## config.mk

```make
export PLATFORM = sky130hd
export DESIGN_NAME = simpson_integrator
export DESIGN_NICKNAME = d
export VERILOG_FILES = /design/src/hdl/simint_pkg.sv /design/src/hdl/simint_regs.sv /design/src/hdl/simint_ctrl.sv /design/src/hdl/simint_dp.sv /design/src/hdl/simpson_integrator.sv
export SDC_FILE = /design/constraint.sdc
export NUM_CORES = 2
export LEC_CHECK = 0
export ABC_AREA = 1
export BUFFER_PORTS_ARGS = -buffer_cell sky130_fd_sc_hd__buf_2
export CAP_MARGIN = 20
export CORE_UTILIZATION = 61
export CTS_CLUSTER_DIAMETER = 150
export DETAILED_ROUTE_END_ITERATION = 16
export PLACE_DENSITY = 0.8
export SYNTH_ARGS = -nofsm -noshare
export SYNTH_HDL_FRONTEND = slang
export SYNTH_SLANG_ARGS = --single-unit
export TNS_END_PERCENT = 1
```

## constraint.sdc

```tcl
create_clock -name clk -period 21 [get_ports clk]
set_input_delay 2.1 -clock clk [delete_from_list [all_inputs] [get_ports clk]]
set_output_delay 2.1 -clock clk [all_outputs]
set_load 0.03 [all_outputs]
```

## src/hdl/simint_pkg.sv

```systemverilog
// ----------------------------------------------------------------------------
// simint_pkg
// Shared widths, register indexes and controller/datapath bundles for the
// streaming Simpson integrator.
// ----------------------------------------------------------------------------
package simint_pkg;

  // field widths
  localparam int SAMPLE_BITS = 32;
  localparam int COUNT_BITS  = 16;
  localparam int BOUND_BITS  = 32;
  localparam int FRAC_BITS   = 16;
  localparam int OUT_BITS    = 64;

  // accumulator: pair sum of up to 2^(COUNT_BITS-1) pairs, then 2S + 3T
  localparam int ACC_BITS  = SAMPLE_BITS + COUNT_BITS + 4;
  // magnitude is multiplied in two halves
  localparam int HALF_BITS = (ACC_BITS + 1) / 2;
  localparam int PP_BITS   = BOUND_BITS + HALF_BITS;
  localparam int PROD_BITS = BOUND_BITS + 2 * HALF_BITS;
  // dividend after dropping the fraction bits, divisor is 6*N
  localparam int QUO_BITS  = PROD_BITS - FRAC_BITS;
  localparam int QEXT_BITS = (QUO_BITS > OUT_BITS) ? QUO_BITS : OUT_BITS + 1;
  localparam int DVS_BITS  = COUNT_BITS + 3;
  localparam int DIV_CNT_BITS = $clog2(QUO_BITS);

  // configuration port
  localparam int CFG_ADDR_BITS = 4;
  localparam int CFG_DATA_BITS = 32;

  typedef enum logic [1:0] {
    REG_X_START,
    REG_X_END,
    REG_INTERVAL_COUNT
  } reg_index_t;

  // controller to datapath
  typedef struct packed {
    logic take;
    logic prep;
    logic mul_lo;
    logic mul_hi;
    logic mul_sum;
    logic div_step;
    logic out_load;
  } simint_cmd_t;

  // datapath to controller
  typedef struct packed {
    logic last;
  } simint_status_t;

endpackage

```

## src/hdl/simint_regs.sv

```systemverilog
// ----------------------------------------------------------------------------
// simint_regs
// APB-style register file holding the integration bounds and interval count.
// ----------------------------------------------------------------------------
module simint_regs (
  input  logic                                     clk,
  input  logic                                     rst,
  input  logic                                     psel,
  input  logic                                     penable,
  input  logic                                     pwrite,
  input  logic [simint_pkg::CFG_ADDR_BITS-1:0]     paddr,
  input  logic [simint_pkg::CFG_DATA_BITS-1:0]     pwdata,
  output logic [simint_pkg::CFG_DATA_BITS-1:0]     prdata,
  output logic                                     pready,
  output logic signed [simint_pkg::BOUND_BITS-1:0] x_start,
  output logic signed [simint_pkg::BOUND_BITS-1:0] x_end,
  output logic [simint_pkg::COUNT_BITS-1:0]        interval_count
);
  import simint_pkg::*;

  logic       wr_en;
  logic [1:0] reg_sel;

  assign pready  = 1'b1;
  assign wr_en   = psel && penable && pwrite;
  assign reg_sel = paddr[CFG_ADDR_BITS-1:2];

  // register writes
  always_ff @(posedge clk) begin
    if (rst) begin
      x_start        <= '0;
      x_end          <= BOUND_BITS'(65536);
      interval_count <= COUNT_BITS'(2);
    end else if (wr_en) begin
      case (reg_sel)
        REG_X_START:        x_start        <= pwdata[BOUND_BITS-1:0];
        REG_X_END:          x_end          <= pwdata[BOUND_BITS-1:0];
        REG_INTERVAL_COUNT: interval_count <= pwdata[COUNT_BITS-1:0];
        default: ;
      endcase
    end
  end

  // read mux
  always_comb begin
    case (reg_sel)
      REG_X_START:        prdata = CFG_DATA_BITS'(x_start);
      REG_X_END:          prdata = CFG_DATA_BITS'(x_end);
      REG_INTERVAL_COUNT: prdata = CFG_DATA_BITS'(interval_count);
      default:            prdata = '0;
    endcase
  end

endmodule

```

## src/hdl/simint_ctrl.sv

```systemverilog
// ----------------------------------------------------------------------------
// simint_ctrl
// Sequencer: accumulates samples, then steps the scale multiply, the
// restoring divide and the output register load.
// ----------------------------------------------------------------------------
module simint_ctrl (
  input  logic                       clk,
  input  logic                       rst,
  input  logic                       in_valid,
  input  logic                       out_stall,
  input  simint_pkg::simint_status_t status,
  output logic                       in_stall,
  output logic                       out_valid,
  output simint_pkg::simint_cmd_t    cmd
);
  import simint_pkg::*;

  typedef enum logic [2:0] {
    ACCUM,
    PREP,
    MUL_LO,
    MUL_HI,
    MUL_SUM,
    DIV,
    HOLD
  } state_t;

  state_t                  state;
  logic [DIV_CNT_BITS-1:0] div_cnt;

  // samples flow only while accumulating
  assign in_stall = (state != ACCUM);

  // command decode
  always_comb begin
    cmd          = '0;
    cmd.take     = in_valid && (state == ACCUM);
    cmd.prep     = (state == PREP);
    cmd.mul_lo   = (state == MUL_LO);
    cmd.mul_hi   = (state == MUL_HI);
    cmd.mul_sum  = (state == MUL_SUM);
    cmd.div_step = (state == DIV);
    cmd.out_load = (state == HOLD) && (!out_valid || !out_stall);
  end

  // state, divide count and output valid
  always_ff @(posedge clk) begin
    if (rst) begin
      state     <= ACCUM;
      div_cnt   <= '0;
      out_valid <= 1'b0;
    end else begin
      case (state)
        ACCUM:   if (cmd.take && status.last) state <= PREP;
        PREP:    state <= MUL_LO;
        MUL_LO:  state <= MUL_HI;
        MUL_HI:  state <= MUL_SUM;
        MUL_SUM: begin
          div_cnt <= DIV_CNT_BITS'(QUO_BITS - 1);
          state   <= DIV;
        end
        DIV: begin
          if (div_cnt == '0) state <= HOLD;
          else div_cnt <= div_cnt - 1'b1;
        end
        HOLD:    if (cmd.out_load) state <= ACCUM;
        default: state <= ACCUM;
      endcase

      if (cmd.out_load) out_valid <= 1'b1;
      else if (out_valid && !out_stall) out_valid <= 1'b0;
    end
  end

endmodule

```

## src/hdl/simint_dp.sv

```systemverilog
// ----------------------------------------------------------------------------
// simint_dp
// Datapath: sample history and pair sum, trapezoid term, split magnitude
// multiply, bit-serial restoring divide and output saturation.
// ----------------------------------------------------------------------------
module simint_dp (
  input  logic                                      clk,
  input  logic                                      rst,
  input  simint_pkg::simint_cmd_t                   cmd,
  input  logic signed [simint_pkg::SAMPLE_BITS-1:0] sample,
  input  logic signed [simint_pkg::BOUND_BITS-1:0]  x_start,
  input  logic signed [simint_pkg::BOUND_BITS-1:0]  x_end,
  input  logic [simint_pkg::COUNT_BITS-1:0]         interval_count,
  output simint_pkg::simint_status_t                status,
  output logic signed [simint_pkg::OUT_BITS-1:0]    integral,
  output logic                                      saturated
);
  import simint_pkg::*;

  localparam int TERM_BITS = SAMPLE_BITS + 3;

  // run state
  logic signed [ACC_BITS-1:0]    pair_sum;
  logic signed [SAMPLE_BITS-1:0] prior_sample;
  logic signed [SAMPLE_BITS-1:0] older_sample;
  logic [COUNT_BITS-1:0]         sample_index;
  logic signed [SAMPLE_BITS:0]   trap;

  // scale and divide registers
  logic [BOUND_BITS-1:0]  md;
  logic [2*HALF_BITS-1:0] ma;
  logic                   neg;
  logic [DVS_BITS-1:0]    dvs;
  logic [PP_BITS-1:0]     pp;
  logic [PP_BITS-1:0]     prod_lo;
  logic [QUO_BITS-1:0]    quo;
  logic [DVS_BITS-1:0]    rem;

  logic [COUNT_BITS-1:0]         n_eff;
  logic                          pair_en;
  logic signed [TERM_BITS-1:0]   pair_term;
  logic signed [ACC_BITS-1:0]    pair_next;
  logic signed [SAMPLE_BITS:0]   trap_next;
  logic signed [ACC_BITS-1:0]    acc;
  logic                          acc_neg;
  logic [ACC_BITS-1:0]           acc_mag;
  logic signed [BOUND_BITS:0]    diff;
  logic [BOUND_BITS:0]           diff_abs;
  logic [HALF_BITS-1:0]          ma_half;
  logic [PROD_BITS-1:0]          prod_sum;
  logic [DVS_BITS:0]             rem_shift;
  logic [DVS_BITS:0]             rem_trial;
  logic                          quo_bit;
  logic [QEXT_BITS-1:0]          qx;
  logic                          high_zero;
  logic                          is_min;
  logic signed [OUT_BITS-1:0]    res;
  logic                          res_sat;

  // run bookkeeping, a zero count acts as one interval
  assign n_eff       = (interval_count == '0) ? COUNT_BITS'(1) : interval_count;
  assign status.last = (sample_index >= n_eff);
  assign pair_en     = (sample_index >= COUNT_BITS'(2)) && !sample_index[0]
                       && (sample_index <= n_eff);

  // pair term F[k-2] + 4F[k-1] + F[k]
  assign pair_term = TERM_BITS'(older_sample) + (TERM_BITS'(prior_sample) <<< 2)
                     + TERM_BITS'(sample);
  assign pair_next = pair_en ? pair_sum + ACC_BITS'(pair_term) : pair_sum;

  // trapezoid term for an odd count
  assign trap_next = n_eff[0] ? (SAMPLE_BITS+1)'(prior_sample) + (SAMPLE_BITS+1)'(sample)
                              : '0;

  // 2S + 3T and its magnitude
  assign acc     = (pair_sum <<< 1) + ACC_BITS'(trap) + (ACC_BITS'(trap) <<< 1);
  assign acc_neg = acc[ACC_BITS-1];
  assign acc_mag = acc_neg ? ACC_BITS'(-acc) : ACC_BITS'(acc);

  // interval width and its magnitude
  assign diff     = (BOUND_BITS+1)'(x_end) - (BOUND_BITS+1)'(x_start);
  assign diff_abs = diff[BOUND_BITS] ? (BOUND_BITS+1)'(-diff) : (BOUND_BITS+1)'(diff);

  // one half of the accumulator magnitude per multiply step
  assign ma_half  = cmd.mul_hi ? ma[2*HALF_BITS-1:HALF_BITS] : ma[HALF_BITS-1:0];
  assign prod_sum = PROD_BITS'(prod_lo) + (PROD_BITS'(pp) << HALF_BITS);

  // restoring divide step
  assign rem_shift = {rem, quo[QUO_BITS-1]};
  assign quo_bit   = (rem_shift >= {1'b0, dvs});
  assign rem_trial = rem_shift - {1'b0, dvs};

  // sign and saturation of the quotient
  assign qx        = QEXT_BITS'(quo);
  assign high_zero = (qx[QEXT_BITS-1:OUT_BITS-1] == '0);
  assign is_min    = (qx == (QEXT_BITS'(1) << (OUT_BITS - 1)));

  always_comb begin
    if (neg) begin
      if (high_zero || is_min) begin
        res     = -$signed(qx[OUT_BITS-1:0]);
        res_sat = 1'b0;
      end else begin
        res     = {1'b1, {(OUT_BITS-1){1'b0}}};
        res_sat = 1'b1;
      end
    end else begin
      if (high_zero) begin
        res     = $signed(qx[OUT_BITS-1:0]);
        res_sat = 1'b0;
      end else begin
        res     = {1'b0, {(OUT_BITS-1){1'b1}}};
        res_sat = 1'b1;
      end
    end
  end

  // run state update
  always_ff @(posedge clk) begin
    if (rst) begin
      pair_sum     <= '0;
      prior_sample <= '0;
      older_sample <= '0;
      sample_index <= '0;
      trap         <= '0;
    end else if (cmd.take) begin
      pair_sum <= pair_next;
      if (status.last) begin
        trap         <= trap_next;
        prior_sample <= '0;
        older_sample <= '0;
        sample_index <= '0;
      end else begin
        older_sample <= prior_sample;
        prior_sample <= sample;
        sample_index <= sample_index + 1'b1;
      end
    end else if (cmd.prep) begin
      pair_sum <= '0;
    end
  end

  // scale, divide and output registers
  always_ff @(posedge clk) begin
    if (cmd.prep) begin
      ma  <= (2*HALF_BITS)'(acc_mag);
      md  <= diff_abs[BOUND_BITS-1:0];
      neg <= acc_neg ^ diff[BOUND_BITS];
      dvs <= (DVS_BITS'(n_eff) << 2) + (DVS_BITS'(n_eff) << 1);
    end
    if (cmd.mul_lo || cmd.mul_hi) begin
      pp <= PP_BITS'(md) * PP_BITS'(ma_half);
    end
    if (cmd.mul_hi) begin
      prod_lo <= pp;
    end
    if (cmd.mul_sum) begin
      quo <= prod_sum[PROD_BITS-1:FRAC_BITS];
      rem <= '0;
    end else if (cmd.div_step) begin
      quo <= {quo[QUO_BITS-2:0], quo_bit};
      rem <= quo_bit ? rem_trial[DVS_BITS-1:0] : rem_shift[DVS_BITS-1:0];
    end
    if (cmd.out_load) begin
      integral  <= res;
      saturated <= res_sat;
    end
  end

endmodule

```

## src/hdl/simpson_integrator.sv

```systemverilog
// ----------------------------------------------------------------------------
// simpson_integrator
// Streaming composite Simpson integrator in Q16.16 fixed point.
//
// Samples F0..FN enter on the sample channel (in_valid / in_stall), one beat
// per cycle while a run accumulates. The beat carrying sample N closes the
// run; one beat with the saturated integral then leaves on the result channel
// (out_valid / out_stall). Other samples give no result.
// Bounds and N must be set through the APB-style port only while the block is
// idle; the block itself does not enforce this. After the closing sample beat
// the sequencer forms 2S+3T, runs the split 32x26 multiply, retires the 68
// quotient bits one per step in the restoring divider by 6N, and loads the
// output register. in_stall stays high after the closing beat until that load,
// so no samples of the next run are taken before it.
// A stalled result sits in the output register; the next run accumulates
// meanwhile and its closing result waits until the register is free.
// Reset clears the run state and the channels; bounds return to 0 and 1.0,
// N returns to 2.
// ----------------------------------------------------------------------------
module simpson_integrator (
  input  logic                                      clk,
  input  logic                                      rst,
  input  logic                                      psel,
  input  logic                                      penable,
  input  logic                                      pwrite,
  input  logic [simint_pkg::CFG_ADDR_BITS-1:0]      paddr,
  input  logic [simint_pkg::CFG_DATA_BITS-1:0]      pwdata,
  output logic [simint_pkg::CFG_DATA_BITS-1:0]      prdata,
  output logic                                      pready,
  input  logic                                      in_valid,
  output logic                                      in_stall,
  input  logic signed [simint_pkg::SAMPLE_BITS-1:0] sample,
  output logic                                      out_valid,
  input  logic                                      out_stall,
  output logic signed [simint_pkg::OUT_BITS-1:0]    integral,
  output logic                                      saturated
);
  import simint_pkg::*;

  logic signed [BOUND_BITS-1:0] x_start;
  logic signed [BOUND_BITS-1:0] x_end;
  logic [COUNT_BITS-1:0]        interval_count;
  simint_cmd_t                  cmd;
  simint_status_t               status;

  // configuration registers
  simint_regs u_regs (
    .clk            (clk),
    .rst            (rst),
    .psel           (psel),
    .penable        (penable),
    .pwrite         (pwrite),
    .paddr          (paddr),
    .pwdata         (pwdata),
    .prdata         (prdata),
    .pready         (pready),
    .x_start        (x_start),
    .x_end          (x_end),
    .interval_count (interval_count)
  );

  // sequencer
  simint_ctrl u_ctrl (
    .clk       (clk),
    .rst       (rst),
    .in_valid  (in_valid),
    .out_stall (out_stall),
    .status    (status),
    .in_stall  (in_stall),
    .out_valid (out_valid),
    .cmd       (cmd)
  );

  // arithmetic
  simint_dp u_dp (
    .clk            (clk),
    .rst            (rst),
    .cmd            (cmd),
    .sample         (sample),
    .x_start        (x_start),
    .x_end          (x_end),
    .interval_count (interval_count),
    .status         (status),
    .integral       (integral),
    .saturated      (saturated)
  );

endmodule
```

# ---- Word-level counts from Yosys, hierarchy flattened
# Cells that the tools add are included.
dict set report classes {
  bitwise_logic 1
  n_reduce_logical 30
  mux 29
  n_mul 1
  add_sub_neg 15
  eq_ne 14
  magnitude_cmp 4
}
# cell n
set ops {}
lappend ops {{$mux W64} 3}
lappend ops {{$mux W52} 3}
lappend ops {{$mux W68} 2}
lappend ops {{$mux W32} 3}
lappend ops {{$pmux W32 S3} 1}
lappend ops {{$add A58 B84 Y84} 1}
lappend ops {{$eq A68 B64 Y1 const B} 1}
lappend ops {{$neg A64 Y64} 1}
lappend ops {{$mul A32 B26 Y58} 1}
lappend ops {{$add A52 B33 Y52} 1}
lappend ops {{$add A52 B34 Y52} 1}
lappend ops {{$add A52 B35 Y52} 1}
lappend ops {{$neg A52 Y52} 1}
lappend ops {{$mux W51} 1}
lappend ops {{$add A32 B34 Y35} 1}
lappend ops {{$add A35 B32 Y35} 1}
lappend ops {{$add A32 B32 Y33} 1}
lappend ops {{$mux W33} 1}
lappend ops {{$sub A32 B32 Y33} 1}
lappend ops {{$mux W16} 2}
lappend ops {{$neg A32 Y32} 1}
lappend ops {{$mux W26} 1}
lappend ops {{$pmux W3 S7} 1}
lappend ops {{$ge A20 B19 Y1} 1}
lappend ops {{other kinds (32)} 62}
dict set report totals {
  word_cells 116
  inputBits 75
  reg_bits 628
}

# ---- Longest topological paths before layout
dict set report depth {
  depth_word 6
  depth_mapped 38
  depth_no_buf 36
}

# ---- Cells and area by module
# A second synthesis with hierarchy kept.
dict set report hier_totals {
  hier_cells 9582
  area_unflattened_um2 72623.4
}
# mod area_per_inst_um2 seq_area_each_um2 cells_per_inst instances
set modules_own_cells {}
lappend modules_own_cells {simint_dp 68180.4 13753.2 8909 1}
lappend modules_own_cells {simint_regs 3724.8 1601.5 566 1}
lappend modules_own_cells {simint_ctrl 718.2 220.2 107 1}

# ---- Least setup slack after synthesis
# OpenSTA, ideal clock, no wires.
dict set report synth_path {
  kind {reg-to-reg}
  from {reg u_ctrl.state[1]}
  to {reg u_dp.pp[50] (data pin)}
  synth_period_minus_slack_ps 11252
  setup_slack_ps 9748
  arrival_time_ps 11000
  stages_incl_launch_ff 36
  setup_time_ps 252
  n_path_buf 2
  required_ps 20748
  path_cell_list {dfxtp_1 -> inv_1 -> nor2_1 -> nand2_2 -> inv_1 -> clkbuf_1 -> or2_2 -> o21ai_0 -> inv_1 -> clkbuf_1 -> nand2_1 -> fa_1 -> fa_1 -> inv_1 -> fa_1 -> inv_1 -> fa_1 -> inv_1 -> fa_1 -> fa_1 -> inv_1 -> fa_1 -> inv_1 -> ha_1 -> a21oi_1 -> inv_1 -> a31oi_1 -> o21ai_0 -> a21oi_1 -> o21ai_0 -> a21boi_0 -> nor2_1 -> nand2_1 -> nand2_1 -> nand2_1 -> nand2_1}
}
dict set report synth_between {
  elab_chain_len 3
}
# item line_no
set synth_rtl {}
lappend synth_rtl {{start: declaration} simint_ctrl.sv:28} ;# state_t state;
lappend synth_rtl {{start signal: assignment} simint_ctrl.sv:49} ;# state <= ACCUM;
lappend synth_rtl {{start signal: assignment} simint_ctrl.sv:54} ;# ACCUM: if (cmd.take && status.last) state <= PREP;
lappend synth_rtl {{start signal: assignment} simint_ctrl.sv:55} ;# PREP: state <= MUL_LO;
lappend synth_rtl {{$eq A3 B2 Y1} simint_ctrl.sv:40} ;# cmd.mul_hi = (state == MUL_HI);
lappend synth_rtl {{$mux W26} simint_dp.sv:85} ;# assign ma_half = cmd.mul_hi ? ma[2*HALF_BITS-1:HALF_BITS] : ma[HALF_BITS-1:0];
lappend synth_rtl {{$mul A32 B26 Y58} simint_dp.sv:152} ;# pp <= PP_BITS'(md) * PP_BITS'(ma_half);
lappend synth_rtl {{end signal: assignment} simint_dp.sv:152}
lappend synth_rtl {{end: declaration} simint_dp.sv:34} ;# logic [PP_BITS-1:0] pp;
# No other way between the ends.
# A chain may end at the register's enable or synchronous reset.

# ---- Final worst setup path
dict set report layout_path {
  from {reg u_ctrl.state[2]}
  to {reg u_dp.pp[45] (data pin)}
}
# Same word-level chain as after synthesis.

==> impl_metrics.env <==
export IMPL_relSlewSlack=0.243
export IMPL_synth_edff_count=336
export IMPL_tightest_slew_ns=1.13
export IMPL_reg2reg_slack_ns=11.25
export IMPL_cts_resized=0
export IMPL_first_iter_violations=5469
export IMPL_ys_seq_area_frac=0.220
export IMPL_grt_pass1_wl_mm=342
export IMPL_start_util=0.618
export IMPL_die_area_um2=118000
export IMPL_min_to="u_dp.rem[16]"
export IMPL_rows=124
export IMPL_overflow=0
export IMPL_met1_length_mm=86.2
export IMPL_die_height_um=343
export IMPL_cts_tree="done"
export IMPL_layout_drive_gt1_share=0.0533
export IMPL_clkSlewWorstSetupHoldPaths_ns=0.06
export IMPL_syn_nets=10645
export IMPL_grt_pass1_vias=62252
export IMPL_post_cts_setup_buffers=0
export IMPL_synth_cell_area_um2=70900
export IMPL_startpoint_type="flop"
export IMPL_io_buffers=171
export IMPL_critPathArrivalTime_ns=10.14
export IMPL_wl_met3_mm=19.7
export IMPL_worstHoldStart="u_dp.rem[16]"
export IMPL_hold_class="flop to flop"
export IMPL_htreeDepth=3
export IMPL_path_buf_inv=9
export IMPL_cap_violations=0
export IMPL_final_cells=10882
export IMPL_yosysWarnings=0
export IMPL_final_antenna_net_count=0
export IMPL_fin_crit_ns=9.75
export IMPL_r2r_start="u_ctrl.state[2]"
export IMPL_rsz0062_at_grt="no"
export IMPL_crit_start="u_ctrl.state[2]"
export IMPL_crit_top_cell="fa_1"
export IMPL_grt_max_degree=91
export IMPL_vias_per_cell=5.78
export IMPL_hpwlAfterDp_mm=174
export IMPL_cts_sinks=610
export IMPL_cp_top_family="adder cells"
export IMPL_io_pins=175
export IMPL_synth_avg_cell_area_um2=7.66
export IMPL_rr_worst_depth=30
export IMPL_crit_type="flop to flop"
export IMPL_critPathMaxFanout=66
export IMPL_cp_required_ns=21.39
export IMPL_drt_wl_total_mm=222
export IMPL_syn_to_final_growth_pct=6.89
export IMPL_yosys_register_bits=610
export IMPL_root_buffer="clkbuf_16"
export IMPL_setup_viol=0
export IMPL_cts_buffer_depth=3
export IMPL_report_final_slew_viol_count=0
export IMPL_remaining_drc_errors=0
export IMPL_nets=10703
export IMPL_via_count=62921
export IMPL_post_drt_wl_per_cell_um=20.4
export IMPL_timing_fmax_mhz=103
export IMPL_coreArea_um2=115000
export IMPL_placed_cells=10754
export IMPL_grt_usage=0.378
export IMPL_die_x_um=343
export IMPL_cpPeakStageDelay_ns=0.93
export IMPL_cts_hold_fix_buffers=0
export IMPL_run_status="finished clean"
export IMPL_insertion_delay_ns=0.67
export IMPL_gp_congestion=1.02
export IMPL_whs_path_depth=2
export IMPL_slowest_stage="clkinv_1"
export IMPL_r2r_end="u_dp.pp[45]"
export IMPL_tns_ns=0
export IMPL_skew_ns=0.0357
export IMPL_syn_inst=9259
export IMPL_antenna_found_initial=1
export IMPL_numCtsBuffers=72
export IMPL_synthDistinctLibCells=62
export IMPL_final_hold_viol_count=0
export IMPL_end_kind="flop"
export IMPL_top_layer="met5"
export IMPL_fin_crit_sh=0.464
export IMPL_async_flop_share=0
export IMPL_dr_pass1_iters=7
export IMPL_wl_met2_mm=103
export IMPL_synth_top_flop_cell="edfxtp_1"
## synthesized netlist by cell type, types with 8 or more instances
master    number  area, um2
inv_1       1637       6140
o21a_1        29        218
buf_1         19       71.3
a21boi_0      12       90.1
xor2_1       188       1650
nand3_1      374       1870
o21ai_1       29        145
o21bai_1      30        225
nor2_2        15       93.8
a31oi_1       43        269
edfxtp_1     336      10100
a21o_1        24        180
buf_2         17       85.1
dfxtp_1      274       5490
xnor2_1      110        963
o21ai_0      479       2400
o221ai_1      28        245
o211ai_1      28        210
and2_1         8       50.1
nor3_1        90        450
clkbuf_1     233        875
nand2_1     1991       7470
nor2_1      1131       4250
clkinv_1      14       52.6
nand3b_1      17        128
or2_2         41        257
o31ai_1        9       67.6
fa_1         839      16800
nand2_2       17        106
nand4_1       73        457
nor4_1        28        175
a21oi_1      546       2730
inv_2          8       30.0
ha_1         472       5910
## metal layers
metal	global-route usage	vias to the layer above
met5	0.00441	-
met4	0.180	4
met3	0.0736	733
met2	0.623	2853
met1	0.477	30123
li1	-	29208
## registers in the layout, summed over array words and instances (netlist names), 3 cells and up
register               cells
u_dp.quo                  68
u_dp.integral             64
u_dp.pp                   58
u_dp.ma                   52
u_dp.pair_sum             51
u_dp.prod_lo              42
u_dp.trap                 33
u_dp.md                   32
u_dp.older_sample         32
u_dp.prior_sample         32
u_regs.x_end              32
u_regs.x_start            32
u_dp.rem                  19
u_dp.dvs                  18
u_dp.sample_index         16
u_regs.interval_count     16
u_ctrl.div_cnt             7
u_ctrl.state               3
## worst min-delay path: cells and delay by family, from the launching register on
family | cells | cell delay, ns
simple gates | 2 | 0.10
flops | 1 | 0.32
## logic make-up (layout without fill, tap and decap cells)
family,Yosys count,after routing,synth area share
buffers and inverters,1934,2044,0.103
XOR/XNOR,299,299,0.0372
AO/OA/AOI/OAI,1283,1283,0.0989
other,1,2,0.0000529
multiplexers,2,2,0.000282
adder cells (fa/ha/maj),1311,1311,0.320
AND/OR/NAND/NOR,3819,3819,0.220
flip-flops,610,610,0.220
## layout make-up
| class | count | area [um2] |
|---|---|---|
| Antenna cell | 1 | 2.50 |
| Clock buffer | 92 | 2000 |
| Clock inverter | 34 | 428 |
| Fill cell | 9979 | 39000 |
| Inverter | 1659 | 6230 |
| Multi-Input combinational cell | 6715 | 48100 |
| Sequential cell | 610 | 15600 |
| Tap cell | 1512 | 1890 |
| Timing Repair Buffer | 259 | 1540 |
## metrics by stage
step,setup slack [ns],hold slack [ns],utilization,cell area (um2)
after floorplan,9.75,0.431,-,70900
after global placement,11.51,0.446,0.639,73300
after detailed placement,11.41,0.457,0.639,73300
after CTS,11.36,0.471,0.660,75800
after global routing,10.77,0.494,0.660,75800
final,11.25,0.469,0.660,75800
## placed cells by master, fill, tap and decap left out, drive strengths merged, types with 97 or more instances in the layout
cell type,n
inv,1650
ha,472
xor2,189
a21oi,549
edfxtp,336
o21ai,508
nor2,1149
xnor2,110
nor3,97
fa,839
nand2,2008
nand3,381
dfxtp,274
buf,259
## worst max path at each step
stage / endpoint / slack [ns] / cells after the start
2_1_floorplan: u_dp.pp[50] / 9.75 / 35
3_3_place_gp: u_dp.pp[50] / 11.51 / 32
3_5_place_dp: u_dp.pp[50] / 11.41 / 32
4_1_cts: u_dp.pp[50] / 11.36 / 32
5_1_grt: u_dp.pp[49] / 10.77 / 28
6_report: u_dp.pp[45] / 11.25 / 30
Power is not shown: default switching activity piles up to over one toggle a cycle in this logic, so the estimate is an artifact.
